==> config.mk <==
export PLATFORM = sky130hd
export DESIGN_NAME = motor_speed_ramp_controller
export DESIGN_NICKNAME = d
export VERILOG_FILES = /design/src/rtl/msrc_pkg.sv /design/src/rtl/motor_speed_ramp_controller.sv /design/src/rtl/msrc_ctrl.sv /design/src/rtl/msrc_dp.sv
export SDC_FILE = /design/constraint.sdc
export NUM_CORES = 1
export LEC_CHECK = 0
export ABC_AREA = 1
export BUFFER_PORTS_ARGS = -buffer_cell sky130_fd_sc_hd__buf_4
export CELL_PAD_IN_SITES_DETAIL_PLACEMENT = 1
export CELL_PAD_IN_SITES_GLOBAL_PLACEMENT = 1
export CORE_ASPECT_RATIO = 0.75
export CORE_MARGIN = 2
export CORE_UTILIZATION = 48
export CTS_CLUSTER_DIAMETER = 40
export DETAILED_ROUTE_END_ITERATION = 8
export PLACE_DENSITY_LB_ADDON = 0.3
export RECOVER_POWER = 50
export SLEW_MARGIN = 30
export SYNTH_ARGS = -nofsm -noshare
export SYNTH_HDL_FRONTEND = slang
export SYNTH_HIERARCHICAL = 1
export SYNTH_SLANG_ARGS = --single-unit
==> constraint.sdc <==
create_clock -name clk -period 6.6 [get_ports clk]
set_clock_uncertainty 0.05 [all_clocks]
set_input_delay 0 -clock clk [delete_from_list [all_inputs] [get_ports clk]]
set_output_delay 0 -clock clk [all_outputs]
set_load 0.03 [all_outputs]
==> src/rtl/msrc_pkg.sv <==
// Package for the motor speed ramp controller.
// Holds the shared constants, command codes, config indexes and the control struct.
// No dependencies.
package msrc_pkg;

    // Widths of the config registers and payload fields
    localparam int SPEED_W = 10;
    localparam int STEP_W  = 8;
    localparam int REFR_W  = 16;
    localparam int INTEN_W = 8;
    localparam int NOW_W   = 32;
    localparam int DRIVE_W = 11;
    localparam int CFG_IDX_W  = 2;
    localparam int CFG_DATA_W = 16;
    localparam int PCT_W   = 7;
    localparam int PROD_W  = SPEED_W + PCT_W;

    // Default for the time compare width
    localparam int DEF_TIME_BITS = 32;

    // Fixed levels
    localparam logic [SPEED_W-1:0] START_SPEED = 10'd60;
    localparam logic [SPEED_W-1:0] SPEED_MAX  = 10'd1023;
    localparam logic [SPEED_W-1:0] BRAKE_FULL = 10'd1023;
    localparam logic [DRIVE_W-1:0] DRIVE_FULL = 11'd1024;
    localparam logic [PCT_W-1:0]   PCT_MAX    = 7'd100;

    // Near-target test: floor(speed*100/target) > 80  <=>  speed*100 >= 81*target
    localparam logic [PROD_W-1:0]  PCT_SCALE  = 17'd100;
    localparam logic [PROD_W-1:0]  NEAR_RATIO = 17'd81;

    // Divide by 100 through a reciprocal; exact for products below 2^24/84
    localparam int RECIP_SHIFT = 24;
    localparam int RECIP_W     = 18;
    localparam logic [RECIP_W-1:0] RECIP_K = 18'd167773;

    // Config reset values
    localparam logic [SPEED_W-1:0] RST_SPEED_LIMIT = 10'd1023;
    localparam logic [STEP_W-1:0]  RST_STEP_SIZE   = 8'd10;
    localparam logic [REFR_W-1:0]  RST_REFRESH_MS  = 16'd100;

    // Config register indexes
    typedef enum logic [CFG_IDX_W-1:0] {
        CFG_SPEED_LIMIT = 2'd0,
        CFG_STEP_SIZE   = 2'd1,
        CFG_REFRESH_MS  = 2'd2,
        CFG_REVERSE     = 2'd3
    } cfg_index_t;

    // User command codes
    typedef enum logic [1:0] {
        CMD_COAST = 2'd0,
        CMD_ACCEL = 2'd1,
        CMD_HALT  = 2'd2,
        CMD_OTHER = 2'd3
    } motor_cmd_t;

    // Controller to datapath commands
    typedef struct packed {
        logic load;    // capture input beat and form limit*percent
        logic div_en;  // reciprocal multiply: target = product / 100
        logic cmp_en;  // target and near-target compares
        logic commit;  // update state and load the result register
    } msrc_cmd_t;

endpackage

==> src/rtl/motor_speed_ramp_controller.sv <==
// Motor speed ramp controller: top level.
// Joins the sequencer msrc_ctrl and the datapath msrc_dp; depends on msrc_pkg.
//
// Each input beat is a user command sample or a disable event and yields exactly one
// result beat (drive level, brake level, speed, applied flag). On the way from acceptance
// to a committed result, the accept cycle forms limit x percent, then S_DIV divides by 100
// (reciprocal multiply), S_CMP does the near-target compare and S_UPD the state update,
// which waits while a result is held and out_ready is low. The block works on one item
// at a time; in_ready is high again the cycle after the update, and the result register
// lets the next item be accepted while a result waits, though never before the last one
// is committed. Config writes through cfg_we/cfg_index/cfg_wdata take effect at once and
// should only be issued while no item is in flight. No clearing pass after reset.
module motor_speed_ramp_controller
    import msrc_pkg::*;
#(
    parameter int TIME_BITS = DEF_TIME_BITS
)
(
    input  logic                  clk,
    input  logic                  rst_n,
    input  logic                  cfg_we,
    input  logic [CFG_IDX_W-1:0]  cfg_index,
    input  logic [CFG_DATA_W-1:0] cfg_wdata,
    input  logic                  in_valid,
    output logic                  in_ready,
    input  logic                  kind,
    input  logic [1:0]            command,
    input  logic [INTEN_W-1:0]    intensity,
    input  logic [NOW_W-1:0]      now_ms,
    output logic                  out_valid,
    input  logic                  out_ready,
    output logic [DRIVE_W-1:0]    drive_level,
    output logic [SPEED_W-1:0]    brake_pwm,
    output logic [SPEED_W-1:0]    speed,
    output logic                  applied
);

    msrc_cmd_t cmd;

    // Sequencer
    msrc_ctrl u_ctrl (
        .clk       (clk),
        .rst_n     (rst_n),
        .in_valid  (in_valid),
        .in_ready  (in_ready),
        .out_valid (out_valid),
        .out_ready (out_ready),
        .cmd       (cmd)
    );

    // Datapath
    msrc_dp #(
        .TIME_BITS (TIME_BITS)
    ) u_dp (
        .clk         (clk),
        .rst_n       (rst_n),
        .cmd         (cmd),
        .cfg_we      (cfg_we),
        .cfg_index   (cfg_index),
        .cfg_wdata   (cfg_wdata),
        .kind        (kind),
        .command     (command),
        .intensity   (intensity),
        .now_ms      (now_ms),
        .drive_level (drive_level),
        .brake_pwm   (brake_pwm),
        .speed       (speed),
        .applied     (applied)
    );

endmodule

==> src/rtl/msrc_ctrl.sv <==
// Sequencer of the motor speed ramp controller.
// Steps one beat through divide, compare and update; owns the output valid.
// Depends on msrc_pkg.
module msrc_ctrl
    import msrc_pkg::*;
(
    input  logic      clk,
    input  logic      rst_n,
    input  logic      in_valid,
    output logic      in_ready,
    output logic      out_valid,
    input  logic      out_ready,
    output msrc_cmd_t cmd
);

    typedef enum logic [1:0] {
        S_IDLE,
        S_DIV,
        S_CMP,
        S_UPD
    } state_t;

    state_t state_reg;
    state_t state_next;
    logic   out_valid_reg;
    logic   out_valid_next;
    logic   commit;

    // Result slot is free or being emptied this cycle
    assign commit   = (state_reg == S_UPD) && (!out_valid_reg || out_ready);
    assign in_ready = (state_reg == S_IDLE);

    assign cmd.load   = in_valid && in_ready;
    assign cmd.div_en = (state_reg == S_DIV);
    assign cmd.cmp_en = (state_reg == S_CMP);
    assign cmd.commit = commit;

    assign out_valid = out_valid_reg;

    // Next state
    always_comb
    begin
        state_next     = state_reg;
        out_valid_next = out_valid_reg;
        unique case (state_reg)
            S_IDLE:
            begin
                if (in_valid)
                begin
                    state_next = S_DIV;
                end
            end
            S_DIV:
            begin
                state_next = S_CMP;
            end
            S_CMP:
            begin
                state_next = S_UPD;
            end
            S_UPD:
            begin
                if (commit)
                begin
                    state_next = S_IDLE;
                end
            end
            default:
            begin
                state_next = S_IDLE;
            end
        endcase
        if (commit)
        begin
            out_valid_next = 1'b1;
        end
        else if (out_ready)
        begin
            out_valid_next = 1'b0;
        end
    end

    // State and registered outputs
    always_ff @(posedge clk or negedge rst_n)
    begin
        if (!rst_n)
        begin
            state_reg     <= S_IDLE;
            out_valid_reg <= 1'b0;
        end
        else
        begin
            state_reg     <= state_next;
            out_valid_reg <= out_valid_next;
        end
    end

    // An accepted beat reaches the update step after passing through S_DIV and S_CMP
    a_accept_to_upd: assert property (@(posedge clk) disable iff (!rst_n)
        (in_valid && in_ready) |=> ##2 (state_reg == S_UPD))
        else $error("accepted beat did not reach update step");

    // A commit always presents a result next cycle
    a_commit_valid: assert property (@(posedge clk) disable iff (!rst_n)
        commit |=> out_valid_reg)
        else $error("commit without result valid");

    // A new result only appears after an update step
    a_valid_source: assert property (@(posedge clk) disable iff (!rst_n)
        $rose(out_valid_reg) |-> ($past(state_reg) == S_UPD))
        else $error("result valid rose outside update step");

endmodule

==> src/rtl/msrc_dp.sv <==
// Datapath of the motor speed ramp controller.
// Config registers, held command state, target divide, ramp step and result register.
// Depends on msrc_pkg.
module msrc_dp
    import msrc_pkg::*;
#(
    parameter int TIME_BITS = DEF_TIME_BITS
)
(
    input  logic                  clk,
    input  logic                  rst_n,
    input  msrc_cmd_t             cmd,
    input  logic                  cfg_we,
    input  logic [CFG_IDX_W-1:0]  cfg_index,
    input  logic [CFG_DATA_W-1:0] cfg_wdata,
    input  logic                  kind,
    input  logic [1:0]            command,
    input  logic [INTEN_W-1:0]    intensity,
    input  logic [NOW_W-1:0]      now_ms,
    output logic [DRIVE_W-1:0]    drive_level,
    output logic [SPEED_W-1:0]    brake_pwm,
    output logic [SPEED_W-1:0]    speed,
    output logic                  applied
);

    localparam int RPROD_W = PROD_W + RECIP_W;

    // Config registers
    logic [SPEED_W-1:0] speed_limit_reg;
    logic [STEP_W-1:0]  step_size_reg;
    logic [REFR_W-1:0]  refresh_ms_reg;
    logic               reverse_reg;

    // Captured beat and pipeline values
    logic                 kind_reg;
    motor_cmd_t           cmd_reg;
    logic [INTEN_W-1:0]   inten_reg;
    logic [TIME_BITS-1:0] now_reg;
    logic [PROD_W-1:0]    prod_reg;
    logic [SPEED_W-1:0]   target_reg;
    logic                 below_reg;
    logic                 near_reg;

    // Controller state
    logic [SPEED_W-1:0]   cur_speed_reg,   cur_speed_next;
    logic                 stop_pending_reg, stop_pending_next;
    motor_cmd_t           held_cmd_reg,    held_cmd_next;
    logic [INTEN_W-1:0]   held_inten_reg,  held_inten_next;
    logic [TIME_BITS-1:0] last_ms_reg,     last_ms_next;
    logic [DRIVE_W-1:0]   drive_hold_reg,  drive_hold_next;
    logic                 brake_on_reg,    brake_on_next;

    // Result register
    logic [DRIVE_W-1:0] drive_out_reg;
    logic               brake_out_reg;
    logic [SPEED_W-1:0] speed_out_reg;
    logic               applied_out_reg;

    // Combinational terms
    logic [PCT_W-1:0]     pct;
    logic [RPROD_W-1:0]   recip_prod;
    logic [TIME_BITS-1:0] elapsed;
    logic                 changed;
    logic                 do_apply;
    logic [STEP_W-1:0]    step_amt;
    logic [DRIVE_W-1:0]   up_sum;
    logic [SPEED_W-1:0]   ramp_speed;
    logic [SPEED_W-1:0]   spd_sel;
    logic [SPEED_W-1:0]   spd_clamp;
    logic                 brk_sel;
    logic                 stp_sel;

    // Config writes
    always_ff @(posedge clk or negedge rst_n)
    begin
        if (!rst_n)
        begin
            speed_limit_reg <= RST_SPEED_LIMIT;
            step_size_reg   <= RST_STEP_SIZE;
            refresh_ms_reg  <= RST_REFRESH_MS;
            reverse_reg     <= 1'b0;
        end
        else if (cfg_we)
        begin
            unique case (cfg_index_t'(cfg_index))
                CFG_SPEED_LIMIT: speed_limit_reg <= cfg_wdata[SPEED_W-1:0];
                CFG_STEP_SIZE:   step_size_reg   <= cfg_wdata[STEP_W-1:0];
                CFG_REFRESH_MS:  refresh_ms_reg  <= cfg_wdata[REFR_W-1:0];
                CFG_REVERSE:     reverse_reg     <= cfg_wdata[0];
                default:         ;
            endcase
        end
    end

    // Percent, saturated at 100
    assign pct = (intensity > INTEN_W'(PCT_MAX)) ? PCT_MAX : intensity[PCT_W-1:0];

    // Target = product / 100 by reciprocal multiply
    assign recip_prod = RPROD_W'(prod_reg) * RPROD_W'(RECIP_K);

    // Input capture and target pipeline
    always_ff @(posedge clk)
    begin
        if (cmd.load)
        begin
            kind_reg  <= kind;
            cmd_reg   <= motor_cmd_t'(command);
            inten_reg <= intensity;
            now_reg   <= now_ms[TIME_BITS-1:0];
            prod_reg  <= PROD_W'(speed_limit_reg) * PROD_W'(pct);
        end
        if (cmd.div_en)
        begin
            target_reg <= recip_prod[RECIP_SHIFT +: SPEED_W];
        end
        if (cmd.cmp_en)
        begin
            below_reg <= (cur_speed_reg < target_reg);
            near_reg  <= (PROD_W'(cur_speed_reg) * PCT_SCALE)
                         >= (PROD_W'(target_reg) * NEAR_RATIO);
        end
    end

    // Update decision
    assign changed  = (cmd_reg != held_cmd_reg) || (inten_reg != held_inten_reg);
    assign elapsed  = now_reg - last_ms_reg;
    assign do_apply = !kind_reg && (changed || (elapsed > TIME_BITS'(refresh_ms_reg)));

    // Ramp step: half step near the target, step down at or above it
    assign step_amt = near_reg ? (step_size_reg >> 1) : step_size_reg;
    assign up_sum   = DRIVE_W'(cur_speed_reg) + DRIVE_W'(step_amt);
    always_comb
    begin
        if (below_reg)
        begin
            ramp_speed = (up_sum > DRIVE_W'(SPEED_MAX)) ? SPEED_MAX : up_sum[SPEED_W-1:0];
        end
        else if (cur_speed_reg > SPEED_W'(step_size_reg))
        begin
            ramp_speed = cur_speed_reg - SPEED_W'(step_size_reg);
        end
        else
        begin
            ramp_speed = '0;
        end
    end

    // Command action
    always_comb
    begin
        spd_sel = cur_speed_reg;
        brk_sel = brake_on_reg;
        stp_sel = stop_pending_reg;
        unique case (cmd_reg)
            CMD_ACCEL:
            begin
                if (stop_pending_reg)
                begin
                    stp_sel = 1'b0;
                    brk_sel = 1'b0;
                    spd_sel = START_SPEED;
                end
                else if (cur_speed_reg < START_SPEED)
                begin
                    spd_sel = START_SPEED;
                end
                else
                begin
                    spd_sel = ramp_speed;
                end
            end
            CMD_COAST:
            begin
                stp_sel = 1'b0;
                brk_sel = 1'b0;
                spd_sel = '0;
            end
            CMD_HALT:
            begin
                stp_sel = 1'b1;
                brk_sel = 1'b1;
                spd_sel = '0;
            end
            CMD_OTHER:
            begin
            end
            default:
            begin
            end
        endcase
    end

    // Clamp to the limit
    assign spd_clamp = (spd_sel > speed_limit_reg) ? speed_limit_reg : spd_sel;

    // Next state
    always_comb
    begin
        cur_speed_next    = cur_speed_reg;
        stop_pending_next = stop_pending_reg;
        held_cmd_next     = held_cmd_reg;
        held_inten_next   = held_inten_reg;
        last_ms_next      = last_ms_reg;
        drive_hold_next   = drive_hold_reg;
        brake_on_next     = brake_on_reg;
        if (kind_reg)
        begin
            // disable: drive off, brake released, speed kept
            drive_hold_next   = reverse_reg ? DRIVE_FULL : '0;
            brake_on_next     = 1'b0;
            stop_pending_next = 1'b0;
        end
        else if (do_apply)
        begin
            held_cmd_next     = cmd_reg;
            held_inten_next   = inten_reg;
            last_ms_next      = now_reg;
            stop_pending_next = stp_sel;
            cur_speed_next    = spd_clamp;
            brake_on_next     = (spd_clamp != '0) ? 1'b0 : brk_sel;
            drive_hold_next   = reverse_reg ? (DRIVE_FULL - DRIVE_W'(spd_clamp))
                                            : DRIVE_W'(spd_clamp);
        end
    end

    // State registers
    always_ff @(posedge clk or negedge rst_n)
    begin
        if (!rst_n)
        begin
            cur_speed_reg    <= '0;
            stop_pending_reg <= 1'b0;
            held_cmd_reg     <= CMD_COAST;
            held_inten_reg   <= '0;
            last_ms_reg      <= '0;
            drive_hold_reg   <= '0;
            brake_on_reg     <= 1'b0;
        end
        else if (cmd.commit)
        begin
            cur_speed_reg    <= cur_speed_next;
            stop_pending_reg <= stop_pending_next;
            held_cmd_reg     <= held_cmd_next;
            held_inten_reg   <= held_inten_next;
            last_ms_reg      <= last_ms_next;
            drive_hold_reg   <= drive_hold_next;
            brake_on_reg     <= brake_on_next;
        end
    end

    // Result register
    always_ff @(posedge clk)
    begin
        if (cmd.commit)
        begin
            drive_out_reg   <= drive_hold_next;
            brake_out_reg   <= brake_on_next;
            speed_out_reg   <= cur_speed_next;
            applied_out_reg <= do_apply;
        end
    end

    assign drive_level = drive_out_reg;
    assign brake_pwm   = brake_out_reg ? BRAKE_FULL : '0;
    assign speed       = speed_out_reg;
    assign applied     = applied_out_reg;

    // Speed never exceeds the limit right after an applied update
    a_speed_limit: assert property (@(posedge clk) disable iff (!rst_n)
        (cmd.commit && do_apply) |=> (cur_speed_reg <= speed_limit_reg))
        else $error("speed above limit after update");

    // Brake engaged only at standstill
    a_brake_still: assert property (@(posedge clk) disable iff (!rst_n)
        brake_on_reg |-> (cur_speed_reg == '0))
        else $error("brake engaged with nonzero speed");

    // A disable event never counts as an update
    a_disable_noapply: assert property (@(posedge clk) disable iff (!rst_n)
        (cmd.commit && kind_reg) |=> !applied_out_reg)
        else $error("disable event flagged as applied");

endmodule

Word level (Yosys, flattened, before mapping)
Cells that the tools add are included.
{ "word_totals": {"register_bits": 198, "input_bits": 66} }
{ "classes": {"n_bitwise": 1, "magnitude_cmp": 8, "reduce_logical": 24, "addsub": 4, "n_eq_ne": 12, "mul": 4, "mux": 29} }
{ "ops": {"columns": ["op", "n"], "rows": [
  ["$mux 10", 9],
  ["$mux 11", 4],
  ["$mul 17x18->34 const B", 1],
  ["$gt 32x16->1", 1],
  ["$sub 32x32->32", 1],
  ["$pmux 10 s2", 1],
  ["$ge 17x17->1", 1],
  ["$mul 10x7->17", 1],
  ["$mul 10x7->17 const B", 1],
  ["$mul 10x5->15 const B", 1],
  ["$add 10x8->11", 1],
  ["$gt 11x10->1 const B", 1],
  ["$sub 11x10->11 const A", 1],
  ["$eq 2x2->1 const B", 5],
  ["$gt 10x10->1", 1],
  ["$gt 10x8->1", 1],
  ["$lt 10x10->1", 1],
  ["$lt 10x6->1 const B", 1],
  ["$reduce_and 2->1", 5],
  ["$reduce_bool 10->1", 1],
  ["$sub 10x8->10", 1],
  ["$gt 8x7->1 const B", 1],
  ["$mux 1", 8],
  ["$mux 8", 1],
  ["19 further kinds", 32]
]} }

Depth between registers and ports, before layout
Gate-level depths: netlist of run 1.
{ "depth": {"depth_word": 14, "ltp_mapped": 34, "ltp_nobuf": 34} }

Cells and area by module
The synthesis of run 1 kept the hierarchy.
{ "modules_own_cells": {"columns": ["module", "instances", "area_per_inst_um2", "seq_area_each_um2", "cells_per_inst"], "rows": [
  ["msrc_dp", 1, 22251.3, 5373.9, 2800],
  ["msrc_ctrl", 1, 230.2, 75.1, 30]
]} }

Worst setup path after synthesis of run 1
Ideal clock, no wire load.
{ "synth_timing": {"kind": "register to register", "from": "register u_dp.prod_reg[15]", "to": "register u_dp.target_reg[6], data pin", "required_ns": 6.290, "period_less_slack_ns": 5.392, "arrival_time_ns": 5.082, "stages_incl_launch_ff": 21, "n_path_buf": 0, "path_slack_ns": 1.208, "path_cell_list": "edfxtp_1 > fa_1 > inv_1 > fa_1 > inv_1 > fa_1 > inv_1 > fa_1 > inv_1 > fa_1 > fa_1 > ha_1 > nand2_1 > o21ai_0 > nor2_1 > o311ai_0 > nand3_1 > nand2_1 > a21oi_1 > nand2_1 > xor2_1"} }
{ "synth_via": {"elab_chain_len": 1} }
{ "synth_rtl": {"columns": ["item", "line_no", "text"], "rows": [
  ["start: declaration", "msrc_dp.sv:39", "logic [PROD_W-1:0] prod_reg;"],
  ["start signal: assignment", "msrc_dp.sv:110", "prod_reg <= PROD_W'(speed_limit_reg) * PROD_W'(pct);"],
  ["$mul 17x18->34", "msrc_dp.sv:99", "assign recip_prod = RPROD_W'(prod_reg) * RPROD_W'(RECIP_K);"],
  ["via u_dp.recip_prod[30]", "msrc_dp.sv:61", "logic [RPROD_W-1:0] recip_prod;"],
  ["end signal: assignment", "msrc_dp.sv:114", "target_reg <= recip_prod[RECIP_SHIFT +: SPEED_W];"],
  ["end: declaration", "msrc_dp.sv:40", "logic [SPEED_W-1:0] target_reg;"]
]} }
The timed path passes the listed nets, and every way through them passes these cells.
A chain may end at the register's enable or synchronous reset.

Final worst setup path of run 1
{ "layout_timing": {"from": "input port intensity[1]", "to": "register u_dp.prod_reg[16], data pin"} }
{ "layout_via": {"elab_chain_len": 3} }
{ "layout_rtl": {"columns": ["item", "line_no", "text"], "rows": [
  ["start: declaration", "motor_speed_ramp_controller.sv:28", "input logic [INTEN_W-1:0] intensity,"],
  ["$gt 8x7->1", "msrc_dp.sv:96", "assign pct = (intensity > INTEN_W'(PCT_MAX)) ? PCT_MAX : intensity[PCT_W-1:0];"],
  ["$mux 7 *", "msrc_dp.sv:96", null],
  ["$mul 10x7->17 *", "msrc_dp.sv:110", null]
]} }
Every way passes the cells marked *; elsewhere a longest branch is shown, timed or not.

==> flow_metrics.tcl, run 1 <==
set metrics [dict create \
    num_vias 19382 \
    clock_path_buffers 2 \
    grt_remaining_overflow 0 \
    synthSimpleGateAreaFrac_pct 20.1 \
    crit_path_end_kind "register" \
    rr_endpoint "u_dp/target_reg[6]$_DFFE_PP_" \
    hp-class "input pin to register" \
    clock-root-buffer "clkbuf_16" \
    setup.worst_path.start_class "input pin" \
    drtIter0Drc 1304 \
    nNetsFinal 3563 \
    whs_path_depth 2 \
    worstPathArrival_ps 6510 \
    wl_um 70200 \
    crit_type "input pin to register" \
    rsz0062_at_grt "no" \
    hold_end "u_dp/now_reg[29]$_DFFE_PP_" \
    wl_per_cell_um 19.4 \
    placed_area_sq_um 23900 \
    post_synth_mux_area_share_pct 0 \
    io_pins 100 \
    outcome "finished with violations" \
    ys_seq_area_share_pct 24.2 \
    synth_compound_area_share_pct 7.59 \
    dp_hpwl_um 56700 \
    cts_max_level 4 \
    fp.dieW_um 254 \
    syn_nets 3413 \
    grt_use_total_pct 29.7 \
    synth_warnings 6 \
    worstRegToRegCells 20 \
    hold_viol 0 \
    tightest_slew_ps 3270 \
    max-slew-margin-rel_pct -118 \
    ant_nets 0 \
    insertion_delay_ps 490 \
    period_needed_ps 6350 \
    worst_slack_ps 251 \
    rr_startpoint "u_dp/prod_reg[9]$_DFFE_PP_" \
    grt_pass1_vias 20759 \
    ys_types 50 \
    hp-start "now_ms[29]" \
    cp_max_fo 7 \
    via_per_inst 5.35 \
    max-cap-violations 2 \
    clk_pin_slew_ps 100 \
    design.die.area_sq_um 48600 \
    portBuffers 99 \
    avgSynthCellArea_sq_um 7.94 \
    cp.required_ps 6760 \
    synth_area_sq_um 22500 \
    cts_tree "done" \
    synth_top_family_by_area "adder cells" \
    area_growth_pct 11.0 \
    final_layout_size_suffix_gt1_share_pct 6.15 \
    r2r_setup_slack_ps 690 \
    route.detailed.drc 0 \
    synth_xor_area_share_pct 2.92 \
    dp_slack_ps 633 \
    utilization_pct 54.1 \
    postCtsSetupBuffers 0 \
    antenna_found_initial 0 \
    clock-sinks 198 \
    synth_fa_ha_area_share_pct 34.0 \
    num_rows 68 \
    fin_setup_tns_ps 0 \
    die_h_um 191 \
    core_sq_um 46100 \
    drt_first_pass_iters 5 \
    setup_viol 0 \
    final_cell_area_sq_um 25000 \
    grt_pass1_wl_um 111000 \
    gp_congestion 1.02 \
    grt_start_max_net_pins 75 \
    start_util_pct 48.8 \
    ys_ff_latch 198 \
    violations "capacitance limit, slew limit" \
    post-route-period-util_pct 96.2 \
    cts-buffers-inserted 17 \
    synthCells 2830 \
    fmax_mhz 157 \
    final_max_slew_viol_count 106 \
]
worst max-delay path: stages:
cell,delay [ps]
dlygate4sd3_1,540
buf_4,150
inv_1,80
a21oi_1,80
o311ai_0,450
nand2_1,260
inv_1,200
nand2_1,220
inv_1,290
nand2_1,110
fa_1,510
inv_1,60
fa_1,500
fa_1,520
fa_1,500
ha_1,380
a21oi_1,230
o21a_1,140
o21ai_0,130
a21o_1,190
a21oi_1,210
o21bai_1,120
a21oi_1,240
o21ai_0,110
nand2_1,70
nand2_1,60
xor2_1,150
final cells by class:
cell class                      instances  area, sq um
Clock inverter                         14          179
Fill cell                            5731        21200
Clock buffer                           18          429
Tap cell                              630          788
Timing Repair Buffer                  173         1320
Multi-Input combinational cell       1993        14500
Antenna cell                            1         2.50
Inverter                              597         2240
Sequential cell                       198         5450
synth_stat cells (all sizes together):
cell	instances	area, sq um
a211oi	1	7.51
a21boi	2	15.0
a21o	8	60.1
a21oi	125	626
a31o	1	8.76
a31oi	5	31.3
and2	10	62.6
buf	27	203
clkbuf	15	56.3
clkinv	4	15.0
dfrtp	88	2200
dfstp	15	394
edfxtp	95	2850
fa	158	3160
ha	359	4490
inv	593	2230
nand2	753	2850
nand3	130	656
nand3b	3	22.5
nand4	29	181
nor2	153	622
nor3	13	70.1
nor3b	2	15.0
nor4	2	12.5
o2111ai	2	23.8
o211ai	4	30.0
o21a	2	15.0
o21ai	131	727
o21bai	12	90.1
o221ai	1	8.76
o22ai	5	31.3
o311ai	2	17.5
o31ai	2	15.0
or2	3	18.8
xnor2	24	210
xor2	51	447
layer usage:
layer | routed length (um) | global-route usage [%]
met1 | 32100 | 41.0
met2 | 31700 | 47.1
met3 | 5200 | 7.12
met4 | 1240 | 7.04
met5 | 0 | 0
logic make-up after synthesis:
group                    after synthesis
adder cells (fa/ha/maj)              517
AO/OA/AOI/OAI                        303
buffers and inverters                639
flip-flops                           198
AND/OR/NAND/NOR                     1098
XOR/XNOR                              75
cells in the final DEF (no fill, tap or decap), types with 3 or more instances in the layout:
master / n
nor2_2: 15
dfrtp_1: 88
clkbuf_4: 37
clkinv_8: 6
a31oi_1: 5
inv_1: 573
a21oi_1: 124
nand3_1: 129
and2_1: 10
xor2_1: 51
inv_6: 3
nor3_1: 12
dlygate4sd3_1: 65
nand2_1: 744
nand2_2: 8
nor2_1: 136
a21o_1: 8
edfxtp_1: 95
xnor2_1: 24
o21ai_0: 87
o211ai_1: 4
o21bai_1: 12
o21ai_1: 25
dfstp_2: 15
clkbuf_1: 43
clkinv_1: 4
inv_2: 20
nand3b_1: 3
o21ai_2: 19
o22ai_1: 5
buf_4: 28
clkbuf_16: 17
fa_1: 158
nand4_1: 29
ha_1: 359
how the worst max path moves through the flow:
| stage | start | end | slack (ps) | depth (start not counted) |
|---|---|---|---|---|
| after floorplan | u_dp/prod_reg[15]$_DFFE_PP_ | u_dp/target_reg[6]$_DFFE_PP_ | 1210 | 20 |
| after global placement | u_dp/prod_reg[15]$_DFFE_PP_ | u_dp/target_reg[6]$_DFFE_PP_ | 830 | 20 |
| after detailed placement | intensity[0] | u_dp/prod_reg[16]$_DFFE_PP_ | 630 | 26 |
| after CTS | intensity[1] | u_dp/prod_reg[15]$_DFFE_PP_ | 510 | 26 |
| after global routing | intensity[1] | u_dp/prod_reg[15]$_DFFE_PP_ | 20 | 26 |
| final | intensity[1] | u_dp/prod_reg[16]$_DFFE_PP_ | 250 | 27 |
timing repair:
item / in CTS / in global routing
endpoints found under the hold margin: 128 / 0
resized for setup: 0 / 3
hold buffers: 65 / 0
setup endpoints to repair: 0 / 2
stage by stage:
stage                     hold WS, ps  cells
after floorplan                  -346   2830
after global placement           21.7   3526
after detailed placement         41.9   3526
after CTS                        50.4   3623
after global routing              183   3623
final                             195   3624
Power of run 1 is not shown: default switching activity piles up to over one toggle a cycle in this logic, so the estimate is an artifact.
==> run 2: changes to the inputs <==
Settings changed: ABC_AREA 1 to unset, CORE_UTILIZATION 48 to 50.
==> run 2 against run 1 <==
Compared with the run above: the run still ends with capacitance limit, slew limit left; cell count down 22%; worst setup slack worse by 83 ps; via count down 16%; clock-buffer cell count unchanged; utilization up 2.9 points; routed wire length down 12%; synthesized cell count down 27%; design area down 4.1%; sequential share of layout area up 0.94 points; first-iteration DRC count down 24%; highest routed layer unchanged.
==> flow_metrics.tcl, run 2 <==
set metrics [dict create \
    grt_pass1_vias 17835 \
    clock_path_buffers 2 \
    cp_max_fo 4 \
    gp_congestion 0.899 \
    setup.worst_path.start_class "register" \
    period_needed_ps 6430 \
    top_usage_layer "met2" \
    cp.required_ps 6750 \
    portBuffers 99 \
    antenna_found_initial 1 \
    clk_pin_slew_ps 70 \
    ant_nets 0 \
    clock-root-buffer "clkbuf_16" \
    synth_commonest_cells "inv_1, ha_1, fa_1" \
    via_per_inst 5.77 \
    final_common_cell "inv_1" \
    hp-class "input pin to register" \
    synth_warnings 6 \
    drt_first_pass_iters 5 \
    grt_pass1_wl_um 98500 \
    crit_slowest_cell "fa_1" \
    utilization_pct 57.0 \
    hold_viol 0 \
    synth_enable_flop_cells 95 \
    ys_types 89 \
    die_h_um 183 \
    cts-buffers-inserted 17 \
    max-cap-violations 4 \
    fillers 4677 \
    async_flop_share_pct 52.0 \
    crit_path_end_kind "register" \
    grt_use_met3_pct 4.06 \
    setup_viol 0 \
    num_vias 16361 \
    post-route-period-util_pct 97.5 \
    cts_max_level 4 \
    outcome "finished with violations" \
    violations "capacitance limit, slew limit" \
    synth_top_cell_area_share_pct 21.1 \
    grt_use_total_pct 28.6 \
    start_util_pct 50.6 \
    ys_ff_latch 198 \
    critPathTopFamily "adder cells" \
    max_stage_delay_ps 620 \
    critPathMostFrequentCell "fa_1" \
    grt_remaining_overflow 0 \
    io_pins 100 \
    synth_top_cell_by_area "ha_1" \
    dp_hpwl_um 48100 \
    final_layout_size_suffix_gt1_share_pct 11.0 \
    ys_seq_area_share_pct 25.6 \
    globalRouteMet2Util_pct 45.7 \
    ys_top_cells_by_area "ha_1, fa_1, edfxtp_1" \
    yosysMostFrequentCell "inv_1" \
    max-slew-margin-rel_pct -152 \
    wl_um 61700 \
    synth_flop_cell "edfxtp_1" \
    design.die.area_sq_um 44200 \
    area_growth_pct 12.6 \
    crit_chain "fa_1 -> inv_1 -> fa_1 -> inv_1 -> fa_1 -> inv_1 -> fa_1 -> inv_1 -> fa_1 -> fa_1 -> ha_1 -> a21o_1 -> a21o_1 -> a21o_1 -> a21oi_1 -> o211ai_1 -> a21oi_2 -> o221ai_2 -> o41a_1 -> a21oi_2 -> xnor2_1" \
    grt_start_max_net_pins 67 \
    num_rows 65 \
    drtIter0Drc 990 \
    synth_area_sq_um 21200 \
    insertion_delay_ps 460 \
    worstPathArrival_ps 6580 \
    synthCells 2075 \
    clock-sinks 198 \
    cts_tree "done" \
    grt_use_met1_pct 40.5 \
    avgSynthCellArea_sq_um 10.2 \
    layout_common_cells "inv_1, ha_1, fa_1" \
    route.detailed.drc 0 \
    crit_type "register to register" \
    tightest_slew_ps 3780 \
    wl_per_cell_um 21.8 \
    fp.dieW_um 242 \
    core_sq_um 42000 \
    fmax_mhz 155 \
    syn_nets 2658 \
    cp_num_buf_inv 4 \
    nNetsFinal 2835 \
    final_max_slew_viol_count 153 \
]
## run 2: cell count changes after synthesis, moves of 18 or more
cell / before / now
nand3_1: 129 / 22
nand2b_1: 0 / 21
inv_1: 575 / 363
o21ai_1: 25 / 1
and3_1: 0 / 23
a211oi_1: 1 / 20
a21oi_1: 125 / 79
nand2_1: 744 / 111
nor2_1: 138 / 72
xnor2_1: 24 / 57
a21o_1: 8 / 44
mux2_2: 0 / 71
inv_2: 18 / 0
o21ai_2: 19 / 0
## run 2: worst paths after layout
path | startpoint | endpoint | slack (ps) | cells past startpoint
setup / recovery | u_dp/prod_reg[14]$_DFFE_PP_ | u_dp/target_reg[9]$_DFFE_PP_ | 170 | 21
max in group asynchronous | rst_n | u_dp/held_inten_reg[5]$_DFFE_PN0P_ | 1290 | 3
hold / removal | cfg_we | u_dp/speed_limit_reg[9]$_DFFE_PN1P_ | 180 | 4
hold reg to reg | u_dp/last_ms_reg[10]$_DFFE_PN0P_ | u_dp/last_ms_reg[10]$_DFFE_PN0P_ | 450 | 1
min in group asynchronous | rst_n | u_dp/last_ms_reg[30]$_DFFE_PN0P_ | 700 | 2
setup reg to reg | u_dp/prod_reg[14]$_DFFE_PP_ | u_dp/target_reg[9]$_DFFE_PP_ | 170 | 21
## run 2: per-stage QoR
stage / setup TNS (ps) / std cells / worst slack (ps) / cell area (sq um) / hold slack, ps
6_report: 0 / 2835 / 168 / 23900 / 183
5_1_grt: -117 / 2835 / -71.5 / 23900 / 220
2_1_floorplan: 0 / 2075 / 594 / 21200 / -346
4_1_cts: 0 / 2833 / 38.9 / 24000 / 6.00
3_5_place_dp: -104 / 2728 / -76.1 / 22700 / -34.6
3_3_place_gp: 0 / 2728 / 69.4 / 22700 / -42.9
## run 2: final cells by class
class | count | area [sq um] | area share [%]
tap | 569 | 712 | 2.98
inverter | 364 | 1370 | 5.72
clock buffer | 18 | 429 | 1.79
clock inverter | 14 | 176 | 0.737
antenna | 1 | 2.50 | 0.0105
timing repair buffer | 208 | 1590 | 6.66
sequential | 198 | 5450 | 22.8
multi-input combinational | 1463 | 14200 | 59.3
## run 2: routing by layer
metal	vias up	share of wire [%]
met1	8321	47
li1	7508	-
met2	435	46
met5	-	0
met4	0	2.3
met3	97	5.0
## run 2: cell families after synthesis
family	synth area share, %
AOI/OAI and AO/OA	12.3
xor gates and xnor gates	3.83
adders and majority gates	36.0
buffers and inverters	7.82
and+or+nand+nor	9.25
DFF	25.6
muxes	5.08
## run 2: worst min-delay path, stage by stage
cell	delay (ps)
buf_4	130
nor3b_1	330
nand2_1	140
o21ai_0	70
## run 2: what timing repair did
action                                 in CTS  in global routing
setup endpoints to repair                   6                 35
resized for setup                           2                 12
cloned                                      0                  0
endpoints found under the hold margin     119                  0
pin swaps                                   0                  1
buffers inserted                            0                  1
hold buffers                               73                  0
Power of run 2 is left out for the same reason.
